File: src/design/hpa_pkg.sv
// Shared types, constants and the helper function of the handle pool allocator.
package hpa_pkg;

    localparam int DEF_POOL_SLOTS = 64;

    localparam int CMD_W        = 3;
    localparam int HANDLE_W     = 20;
    localparam int TAG_W        = 4;
    localparam int SLOT_FIELD_W = 6;
    localparam int COUNT_W      = 7;
    localparam int SEQ_W        = 16;

    localparam logic [CMD_W-1:0] CMD_INIT    = 3'd0;
    localparam logic [CMD_W-1:0] CMD_ALLOC   = 3'd1;
    localparam logic [CMD_W-1:0] CMD_FIND    = 3'd2;
    localparam logic [CMD_W-1:0] CMD_RELEASE = 3'd3;
    localparam logic [CMD_W-1:0] CMD_TICK    = 3'd4;

    localparam logic [COUNT_W-1:0] COUNT_MAX = 7'd127;

    typedef struct packed {
        logic load_req;
        logic res_clear;
        logic init;
        logic pop;
        logic alloc_wr;
        logic step;
        logic res_empty;
        logic release_slot;
        logic res_tick;
        logic scan_start;
        logic scan_next;
        logic scan_hit_res;
        logic out_load;
    } t_dp_cmd;

    typedef struct packed {
        logic [CMD_W-1:0] cmd;
        logic             top_zero;
        logic             handle_zero;
        logic             scan_hit;
        logic             scan_last;
        logic             out_free;
    } t_dp_status;

    // The low sixteen bits advance and skip zero; the tag bits are dropped.
    function automatic logic [HANDLE_W-1:0] f_counter_step(input logic [HANDLE_W-1:0] cur);
        logic [SEQ_W-1:0] low;
        low = cur[SEQ_W-1:0] + 16'd1;
        if (low == '0) begin
            low = 16'd1;
        end
        return {{(HANDLE_W-SEQ_W){1'b0}}, low};
    endfunction

endpackage

File: src/design/handle_pool_allocator_unit.sv
// Top level of the handle pool allocator: controller and datapath.
// Init, release, tick and unknown requests pass from decode to the response state, which loads the output register.
// Allocate on an empty stack answers from decode; otherwise it waits in the allocate state on the free stack read.
// Find scans one slot per cycle and stops at the first hit or the last slot; a zero handle skips the scan.
// The next request is taken once the result has moved into the output register; a full output register holds it back.
// Reset is synchronous and active low; the free stack is full at once, with no clearing pass.
module handle_pool_allocator_unit #(
    parameter int POOL_SLOTS = hpa_pkg::DEF_POOL_SLOTS
) (
    input  logic                              i_clk,
    input  logic                              i_rst_n,
    input  logic                              i_cfg_we,
    input  logic [hpa_pkg::TAG_W-1:0]         i_cfg_data,
    input  logic                              i_in_valid,
    output logic                              o_in_ready,
    input  logic [hpa_pkg::CMD_W-1:0]         i_command,
    input  logic [hpa_pkg::HANDLE_W-1:0]      i_handle,
    input  logic [hpa_pkg::SLOT_FIELD_W-1:0]  i_slot,
    output logic                              o_out_valid,
    input  logic                              i_out_ready,
    output logic                              o_ok,
    output logic [hpa_pkg::SLOT_FIELD_W-1:0]  o_slot_out,
    output logic [hpa_pkg::HANDLE_W-1:0]      o_handle_out,
    output logic                              o_pool_empty,
    output logic [hpa_pkg::COUNT_W-1:0]       o_active_count
);
    import hpa_pkg::*;

    t_dp_cmd    dp_cmd;
    t_dp_status dp_status;

    hpa_ctrl u_ctrl (
        .i_clk      (i_clk),
        .i_rst_n    (i_rst_n),
        .i_in_valid (i_in_valid),
        .o_in_ready (o_in_ready),
        .i_status   (dp_status),
        .o_cmd      (dp_cmd)
    );

    hpa_datapath #(
        .POOL_SLOTS (POOL_SLOTS)
    ) u_datapath (
        .i_clk          (i_clk),
        .i_rst_n        (i_rst_n),
        .i_cmd          (dp_cmd),
        .o_status       (dp_status),
        .i_cfg_we       (i_cfg_we),
        .i_cfg_data     (i_cfg_data),
        .i_command      (i_command),
        .i_handle       (i_handle),
        .i_slot         (i_slot),
        .i_out_ready    (i_out_ready),
        .o_out_valid    (o_out_valid),
        .o_ok           (o_ok),
        .o_slot_out     (o_slot_out),
        .o_handle_out   (o_handle_out),
        .o_pool_empty   (o_pool_empty),
        .o_active_count (o_active_count)
    );

endmodule

File: src/design/hpa_ctrl.sv
// Controller state machine that sequences one request at a time through the datapath.
module hpa_ctrl (
    input  logic                i_clk,
    input  logic                i_rst_n,
    input  logic                i_in_valid,
    output logic                o_in_ready,
    input  hpa_pkg::t_dp_status i_status,
    output hpa_pkg::t_dp_cmd    o_cmd
);
    import hpa_pkg::*;

    localparam logic [2:0] S_IDLE   = 3'd0;
    localparam logic [2:0] S_DECODE = 3'd1;
    localparam logic [2:0] S_ALLOC  = 3'd2;
    localparam logic [2:0] S_SCAN   = 3'd3;
    localparam logic [2:0] S_RESP   = 3'd4;

    logic [2:0] r_state;
    logic [2:0] n_state;

    always_ff @(posedge i_clk) begin
        if (!i_rst_n) begin
            r_state <= S_IDLE;
        end else begin
            r_state <= n_state;
        end
    end

    assign o_in_ready = (r_state == S_IDLE);

    always_comb begin
        n_state = r_state;
        o_cmd   = '0;
        case (r_state)
            S_IDLE: begin
                if (i_in_valid) begin
                    o_cmd.load_req = 1'b1;
                    n_state        = S_DECODE;
                end
            end
            S_DECODE: begin
                o_cmd.res_clear = 1'b1;
                n_state         = S_RESP;
                case (i_status.cmd)
                    CMD_INIT: begin
                        o_cmd.init = 1'b1;
                    end
                    CMD_ALLOC: begin
                        if (i_status.top_zero) begin
                            o_cmd.step      = 1'b1;
                            o_cmd.res_empty = 1'b1;
                        end else begin
                            o_cmd.pop = 1'b1;
                            n_state   = S_ALLOC;
                        end
                    end
                    CMD_FIND: begin
                        if (!i_status.handle_zero) begin
                            o_cmd.scan_start = 1'b1;
                            n_state          = S_SCAN;
                        end
                    end
                    CMD_RELEASE: begin
                        o_cmd.release_slot = 1'b1;
                    end
                    CMD_TICK: begin
                        o_cmd.res_tick = 1'b1;
                    end
                    default: begin
                    end
                endcase
            end
            S_ALLOC: begin
                o_cmd.alloc_wr = 1'b1;
                n_state        = S_RESP;
            end
            S_SCAN: begin
                if (i_status.scan_hit) begin
                    o_cmd.scan_hit_res = 1'b1;
                    n_state            = S_RESP;
                end else if (i_status.scan_last) begin
                    n_state = S_RESP;
                end else begin
                    o_cmd.scan_next = 1'b1;
                end
            end
            S_RESP: begin
                if (i_status.out_free) begin
                    o_cmd.out_load = 1'b1;
                    n_state        = S_IDLE;
                end
            end
            default: begin
                n_state = S_IDLE;
            end
        endcase
    end

endmodule

File: src/design/hpa_datapath.sv
// Datapath with the free stack, slot handle memory, active marks, counters and result register.
module hpa_datapath #(
    parameter int POOL_SLOTS = hpa_pkg::DEF_POOL_SLOTS
) (
    input  logic                              i_clk,
    input  logic                              i_rst_n,
    input  hpa_pkg::t_dp_cmd                  i_cmd,
    output hpa_pkg::t_dp_status               o_status,
    input  logic                              i_cfg_we,
    input  logic [hpa_pkg::TAG_W-1:0]         i_cfg_data,
    input  logic [hpa_pkg::CMD_W-1:0]         i_command,
    input  logic [hpa_pkg::HANDLE_W-1:0]      i_handle,
    input  logic [hpa_pkg::SLOT_FIELD_W-1:0]  i_slot,
    input  logic                              i_out_ready,
    output logic                              o_out_valid,
    output logic                              o_ok,
    output logic [hpa_pkg::SLOT_FIELD_W-1:0]  o_slot_out,
    output logic [hpa_pkg::HANDLE_W-1:0]      o_handle_out,
    output logic                              o_pool_empty,
    output logic [hpa_pkg::COUNT_W-1:0]       o_active_count
);
    import hpa_pkg::*;

    localparam int SLOT_W = (POOL_SLOTS > 1) ? $clog2(POOL_SLOTS) : 1;
    localparam int CNT_W  = $clog2(POOL_SLOTS + 1);
    localparam logic [CNT_W-1:0]  FULL_TOP  = CNT_W'(POOL_SLOTS);
    localparam logic [SLOT_W-1:0] LAST_SLOT = SLOT_W'(POOL_SLOTS - 1);

    logic [SLOT_W-1:0]   m_stack  [POOL_SLOTS];
    logic [HANDLE_W-1:0] m_handle [POOL_SLOTS];

    logic [CMD_W-1:0]        r_req_cmd;
    logic [HANDLE_W-1:0]     r_req_handle;
    logic [SLOT_FIELD_W-1:0] r_req_slot;
    logic [TAG_W-1:0]        r_pool_tag;
    logic [HANDLE_W-1:0]     r_counter;
    logic [CNT_W-1:0]        r_top;
    logic [CNT_W-1:0]        r_wmark;
    logic [POOL_SLOTS-1:0]   r_active;
    logic [CNT_W-1:0]        r_count;
    logic                    r_pop_orig;
    logic [SLOT_W-1:0]       r_pop_idx;
    logic [SLOT_W-1:0]       r_stack_rd;
    logic [HANDLE_W-1:0]     r_hdl_rd;
    logic [SLOT_W-1:0]       r_scan_idx;

    logic                    r_res_ok;
    logic [SLOT_FIELD_W-1:0] r_res_slot;
    logic [HANDLE_W-1:0]     r_res_handle;
    logic                    r_res_empty;
    logic [COUNT_W-1:0]      r_res_count;

    logic                    r_out_valid;
    logic                    r_out_ok;
    logic [SLOT_FIELD_W-1:0] r_out_slot;
    logic [HANDLE_W-1:0]     r_out_handle;
    logic                    r_out_empty;
    logic [COUNT_W-1:0]      r_out_count;

    logic [CNT_W-1:0]   pop_top;
    logic [SLOT_W-1:0]  pop_idx;
    logic [SLOT_W-1:0]  alloc_slot;
    logic [SLOT_W-1:0]  rel_idx;
    logic               rel_ok;
    logic [SLOT_W-1:0]  hdl_rd_addr;
    logic               scan_hit;
    logic               out_free;
    logic [COUNT_W-1:0] tick_count;

    assign pop_top     = r_top - CNT_W'(1);
    assign pop_idx     = pop_top[SLOT_W-1:0];
    assign alloc_slot  = r_pop_orig ? (LAST_SLOT - r_pop_idx) : r_stack_rd;
    assign rel_idx     = SLOT_W'(r_req_slot);
    assign rel_ok      = (32'(r_req_slot) < POOL_SLOTS) && r_active[rel_idx]
                         && (r_top < FULL_TOP);
    assign hdl_rd_addr = i_cmd.scan_start ? '0 : (r_scan_idx + SLOT_W'(1));
    assign scan_hit    = r_active[r_scan_idx] && (r_hdl_rd == r_req_handle);
    assign out_free    = !r_out_valid || i_out_ready;
    assign tick_count  = (32'(r_count) > 32'(COUNT_MAX)) ? COUNT_MAX : COUNT_W'(r_count);

    assign o_status.cmd         = r_req_cmd;
    assign o_status.top_zero    = (r_top == '0);
    assign o_status.handle_zero = (r_req_handle == '0);
    assign o_status.scan_hit    = scan_hit;
    assign o_status.scan_last   = (r_scan_idx == LAST_SLOT);
    assign o_status.out_free    = out_free;

    always_ff @(posedge i_clk) begin
        if (i_cmd.pop) begin
            r_stack_rd <= m_stack[pop_idx];
        end
        if (i_cmd.release_slot && rel_ok) begin
            m_stack[r_top[SLOT_W-1:0]] <= rel_idx;
        end
    end

    always_ff @(posedge i_clk) begin
        if (i_cmd.alloc_wr) begin
            m_handle[alloc_slot] <= r_counter;
        end
        if (i_cmd.scan_start || i_cmd.scan_next) begin
            r_hdl_rd <= m_handle[hdl_rd_addr];
        end
    end

    always_ff @(posedge i_clk) begin
        if (i_cmd.load_req) begin
            r_req_cmd    <= i_command;
            r_req_handle <= i_handle;
            r_req_slot   <= i_slot;
        end
        if (i_cmd.pop) begin
            r_pop_idx  <= pop_idx;
            r_pop_orig <= (pop_top < r_wmark);
        end
        if (i_cmd.scan_start || i_cmd.scan_next) begin
            r_scan_idx <= hdl_rd_addr;
        end
        if (i_cmd.res_clear) begin
            r_res_ok     <= 1'b0;
            r_res_slot   <= '0;
            r_res_handle <= '0;
            r_res_empty  <= i_cmd.res_empty;
            r_res_count  <= i_cmd.res_tick ? tick_count : '0;
        end
        if (i_cmd.alloc_wr) begin
            r_res_ok     <= 1'b1;
            r_res_slot   <= SLOT_FIELD_W'(alloc_slot);
            r_res_handle <= r_counter;
        end
        if (i_cmd.scan_hit_res) begin
            r_res_ok     <= 1'b1;
            r_res_slot   <= SLOT_FIELD_W'(r_scan_idx);
            r_res_handle <= r_req_handle;
        end
        if (i_cmd.out_load) begin
            r_out_ok     <= r_res_ok;
            r_out_slot   <= r_res_slot;
            r_out_handle <= r_res_handle;
            r_out_empty  <= r_res_empty;
            r_out_count  <= r_res_count;
        end
    end

    always_ff @(posedge i_clk) begin
        if (!i_rst_n) begin
            r_pool_tag  <= '0;
            r_counter   <= '0;
            r_top       <= FULL_TOP;
            r_wmark     <= FULL_TOP;
            r_active    <= '0;
            r_count     <= '0;
            r_out_valid <= 1'b0;
        end else begin
            if (i_cfg_we) begin
                r_pool_tag <= i_cfg_data;
            end
            if (i_cmd.init) begin
                r_top     <= FULL_TOP;
                r_wmark   <= FULL_TOP;
                r_active  <= '0;
                r_count   <= '0;
                r_counter <= {r_pool_tag, {(SEQ_W-1){1'b0}}, 1'b1};
            end
            if (i_cmd.pop) begin
                r_top <= pop_top;
                if (pop_top < r_wmark) begin
                    r_wmark <= pop_top;
                end
            end
            if (i_cmd.alloc_wr) begin
                r_active[alloc_slot] <= 1'b1;
                r_count              <= r_count + CNT_W'(1);
            end
            if (i_cmd.alloc_wr || i_cmd.step) begin
                r_counter <= f_counter_step(r_counter);
            end
            if (i_cmd.release_slot && rel_ok) begin
                r_active[rel_idx] <= 1'b0;
                r_top             <= r_top + CNT_W'(1);
                r_count           <= r_count - CNT_W'(1);
            end
            if (i_cmd.out_load) begin
                r_out_valid <= 1'b1;
            end else if (i_out_ready) begin
                r_out_valid <= 1'b0;
            end
        end
    end

    assign o_out_valid    = r_out_valid;
    assign o_ok           = r_out_ok;
    assign o_slot_out     = r_out_slot;
    assign o_handle_out   = r_out_handle;
    assign o_pool_empty   = r_out_empty;
    assign o_active_count = r_out_count;

`ifndef SYNTH
    a_top_range: assert property (@(posedge i_clk) disable iff (!i_rst_n)
        r_top <= FULL_TOP)
        else $error("free stack top beyond pool size");

    a_wmark_below_top: assert property (@(posedge i_clk) disable iff (!i_rst_n)
        r_wmark <= r_top)
        else $error("stack watermark above stack top");

    a_count_balance: assert property (@(posedge i_clk) disable iff (!i_rst_n)
        (32'(r_count) + 32'(r_top) + 32'(i_cmd.alloc_wr)) == POOL_SLOTS)
        else $error("active count and free count disagree");

    a_counter_nonzero: assert property (@(posedge i_clk) disable iff (!i_rst_n)
        (i_cmd.alloc_wr || i_cmd.step) |=> (r_counter[SEQ_W-1:0] != '0))
        else $error("handle counter advanced to zero");
`endif

endmodule

File: config.mk
export PLATFORM = sky130hd
export DESIGN_NAME = handle_pool_allocator_unit
export DESIGN_NICKNAME = d
export VERILOG_FILES = /design/src/design/hpa_pkg.sv /design/src/design/handle_pool_allocator_unit.sv /design/src/design/hpa_ctrl.sv /design/src/design/hpa_datapath.sv
export SDC_FILE = /design/constraint.sdc
export NUM_CORES = 2
export LEC_CHECK = 0
export ABC_AREA = 0
export BUFFER_PORTS_ARGS = -buffer_cell sky130_fd_sc_hd__clkbuf_2
export CORE_MARGIN = 3
export CORE_UTILIZATION = 50
export DETAILED_ROUTE_END_ITERATION = 8
export GPL_TIMING_DRIVEN = 0
export PLACE_DENSITY = 0.67
export SYNTH_ARGS = -nofsm -noshare
export SYNTH_HDL_FRONTEND = slang
export SYNTH_HIERARCHICAL = 1
export SYNTH_SLANG_ARGS = --single-unit
File: constraint.sdc
create_clock -name i_clk -period 11.3 [get_ports i_clk]
set_clock_uncertainty 0.05 [all_clocks]
set_input_delay 2.26 -clock i_clk [delete_from_list [all_inputs] [get_ports i_clk]]
set_output_delay 2.26 -clock i_clk [all_outputs]
set_load 0.1 [all_outputs]
==> results by group <==
Place
  – Dpl hpwl: 152 mm
  – IO Port Bufs: 73
  – GP Congestion: 0.970
  – Dpl cell area: 80800 sq um

Pwr
  – Leak Pwr: between 20 and 30 nW
  – Switch share: 0.234
  – Worst IR drop on VDD: 0.000141 V
  – Comb pwr share: 0.077
  – Flop pwr share: 0.517
  – PwrDens: approximately 170 nW/um^2
  – Internal power: 11.6 mW
  – Switch Pwr: between 3 and 4 mW
  – Final total power: about 15 mW
  – Clock power share: 0.406

Timing
  – Final Setup Violations: 0
  – Max Freq: around 0.16 GHz
  – Setup TNS: 0 ns
  – RSZ-0062 raised after global routing: no
  – Max transition margin: 0.0121
  – Minimum clock period after layout: ~6.4 ns
  – Max Slew Vio Count: 0
  – Fin crit share: 0.563
  – Final hold vios: 0
  – Worst hold slack: 0.370 ns
  – Worst-Margin Slew: approximately 1.5 ns

Synth
  – Synth unique cells: 70
  – Main flop type after synthesis: edfxtp_1
  – Async set-reset flop share out of synthesis: 0
  – Syn_nets: about 4400
  – Synthesis warning total: 6
  – Register area share after synthesis: 0.743
  – Post-synth EDFFs: ~1800
  – Post-synthesis register bit count: 1915
  – Post-Syn Area: 75800 sq um
  – Post-Syn Instances: 4360
  – Average instance area after synthesis: approximately 17 sq um

Worst setup path
  – RR Startpoint: u_datapath/r_top[0]
  – CP startpoint kind: register
  – Worst Setup SP: u_datapath/r_top[0]
  – CP Data Arrival Time: roughly 7.0 ns
  – CP Capture Type: register
  – Crit-path max FO: 10
  – WP data required: 11.91 ns
  – Crit Path Class: register to register

Finish
  – Area growth syn-to-layout: 14.7%
  – Fill cells: 11200
  – Final Net Count: 4746
  – Reg area: 56400 sq um
  – Most frequent cells in the layout: edfxtp_1, mux4_2, o21ai_0
  – Layout cells sized above 1: 0.184
  – Multi-input logic area: 18500 sq um
  – Commonest non-fill, non-tap cell in the layout: edfxtp_1
  – Fin area: 86900 sq um

Run
  – Max-Cap Viols: 0

Detailed routing
  – DRC violations left: 0
  – Vias: about 46000
  – Drt initial violations: 7051
  – Pre-antenna DRT Iters: 8
  – Detailed Route WL: 229 mm
  – Vias/cell: 6.64
  – Met2 wire length: 108 mm
  – WL per Instance: 33.4 microns
  – Met1 WL: about 81 mm
  – Metal3 WL: 27.2 mm
  – Top layer reached by signal wires: met5
  – Final ANT Viol Nets: 0

GRT
  – Pin count of the biggest net entering global routing: 70
  – First-pass GRT wire length: 324 mm
  – Vias in the first global route: around 44000
  – GR Util All Layers: 0.291
  – Initial antenna violation count: 8
  – Gr ovfl total: 0

CTS
  – Count of hold-fix buffers inserted at cts: 0
  – H-tree depth: 4
  – Clock sinks: 1915
  – Skew-Pair Late Insertion Delay: 0.82 ns
  – Post-CTS Setup Repair Bufs: 0
  – Resize count post-CTS: 0
  – TritonCTS clock tree: built
  – Worst-path clk slew: 0.06 ns
  – Clk root buf: clkbuf_16
  – Clock buffer depth: 3
  – CTS buffer count: 186

Min path
  – Hold_sp: u_datapath/r_res_handle[12]
  – HP Class: register to register

Outcome
  – Status: completed

Floorplanning
  – Die H: 395 microns
  – Initial core utilization: 0.504
  – Die area: about 160000 sq um
  – Die width: 395 microns
  – Core box area: around 150000 sq um
  – Rows: 142
  – Num ports: 75
-- layer usage --
layer,global-route usage,vias to the layer above
met2,0.459,3143
met1,0.389,23400
li1,-,18300
met5,0,-
met4,0.139,2
met3,0.0645,604
-- metrics by stage --
| stage | worst slack, ns | cells | utilization |
|---|---|---|---|
| after detailed placement | 5.02 | 6522 | 0.538 |
| after CTS | 4.98 | 6856 | 0.578 |
| after global routing | 4.57 | 6857 | 0.578 |
| after floorplan | 5.79 | 4360 | - |
| final | 4.94 | 6861 | 0.578 |
| after global placement | 4.19 | 6449 | 0.524 |
-- power groups by stage --
stage,clock network [mW],logic (mW),registers (mW)
5_1_grt,6.52,1.20,7.85
3_3_place_gp,0,1.04,8.05
4_1_cts,6.24,1.13,7.85
3_5_place_dp,0,1.13,8.00
2_1_floorplan,0,0.557,8.10
6_report,6.18,1.17,7.85
-- final timing paths --
| check | slack [ns] | cells after the start | end |
|---|---|---|---|
| worst max-delay path | 4.94 | 19 | u_datapath/r_wmark[6] |
| worst min-delay path | 0.37 | 0 | u_datapath/o_handle_out[12] |
| worst max register to register | 4.94 | 19 | u_datapath/r_wmark[6] |
| worst min register to register | 0.37 | 0 | u_datapath/o_handle_out[12] |
-- worst max-delay path, stage by stage (launching register included) --
cell and delay [ns]:
dfxtp_1 0.33, clkbuf_1 0.28, buf_2 0.46, clkbuf_1 0.54
inv_1 0.33, ha_1 0.36, clkbuf_1 0.34, clkbuf_1 0.55
buf_1 0.67, inv_1 0.27, ha_1 0.33, a21boi_0 0.12
o21a_1 0.20, o21a_1 0.16, o21ai_0 0.16, a21oi_1 0.11
nor3b_1 0.18, buf_1 0.44, and2_1 0.19, o21ai_0 0.10
-- area by class of cell --
class	instances	share of cell area
Clock buffer	246	0.0566
Antenna cell	4	0.000115
Buffer	301	0.0148
Clock inverter	88	0.0133
Tap cell	2016	0.0290
Inverter	42	0.00181
Sequential cell	1915	0.649
Multi-Input combinational cell	2102	0.213
Timing Repair Buffer	147	0.0228
-- cell families (layout without fill, tap and decap cells) --
kind of cell / Yosys count / in the layout / synth area share
flip-flops: 1915 / 1915 / 0.743
XOR/XNOR: 34 / 34 / 0.00393
buffers and inverters: 343 / 824 / 0.0190
AO/OA/AOI/OAI: 888 / 888 / 0.0761
AND/OR/NAND/NOR: 701 / 701 / 0.0429
multiplexers: 466 / 466 / 0.113
adder cells (fa/ha/maj): 13 / 13 / 0.00215
other: 0 / 4 / 0
-- synthesized netlist by cell type (13+ instances only) --
cell	instances	share of area
dfxtp_1	114	0.030
xor2_1	13	0.0015
o21ai_0	245	0.016
and2_1	15	0.0012
nor3_1	30	0.0020
a21oi_1	228	0.015
nor2b_1	77	0.0064
o211ai_1	30	0.0030
buf_2	68	0.0045
xnor2_1	21	0.0024
a221oi_1	31	0.0036
ha_1	13	0.0021
buf_1	35	0.0017
nor2_1	218	0.011
nand3b_1	13	0.0013
inv_1	37	0.0018
mux2i_1	153	0.020
nand2_1	218	0.011
a22oi_1	22	0.0022
mux4_2	309	0.092
nand3_1	51	0.0034
and3_1	18	0.0015
a31oi_1	42	0.0035
edfxtp_1	1801	0.71
clkbuf_1	186	0.0092
o221ai_1	165	0.019
a211oi_1	57	0.0056
-- state kept, by name (all words and copies together), names as in the netlist, 20 cells and up --
signal,count
u_datapath/m_handle,1280
u_datapath/m_stack,384
u_datapath/r_active,64
u_datapath/o_handle_out,20
u_datapath/r_counter,20
u_datapath/r_hdl_rd,20
u_datapath/r_req_handle,20
u_datapath/r_res_handle,20
(Power assumes the default switching activity.)
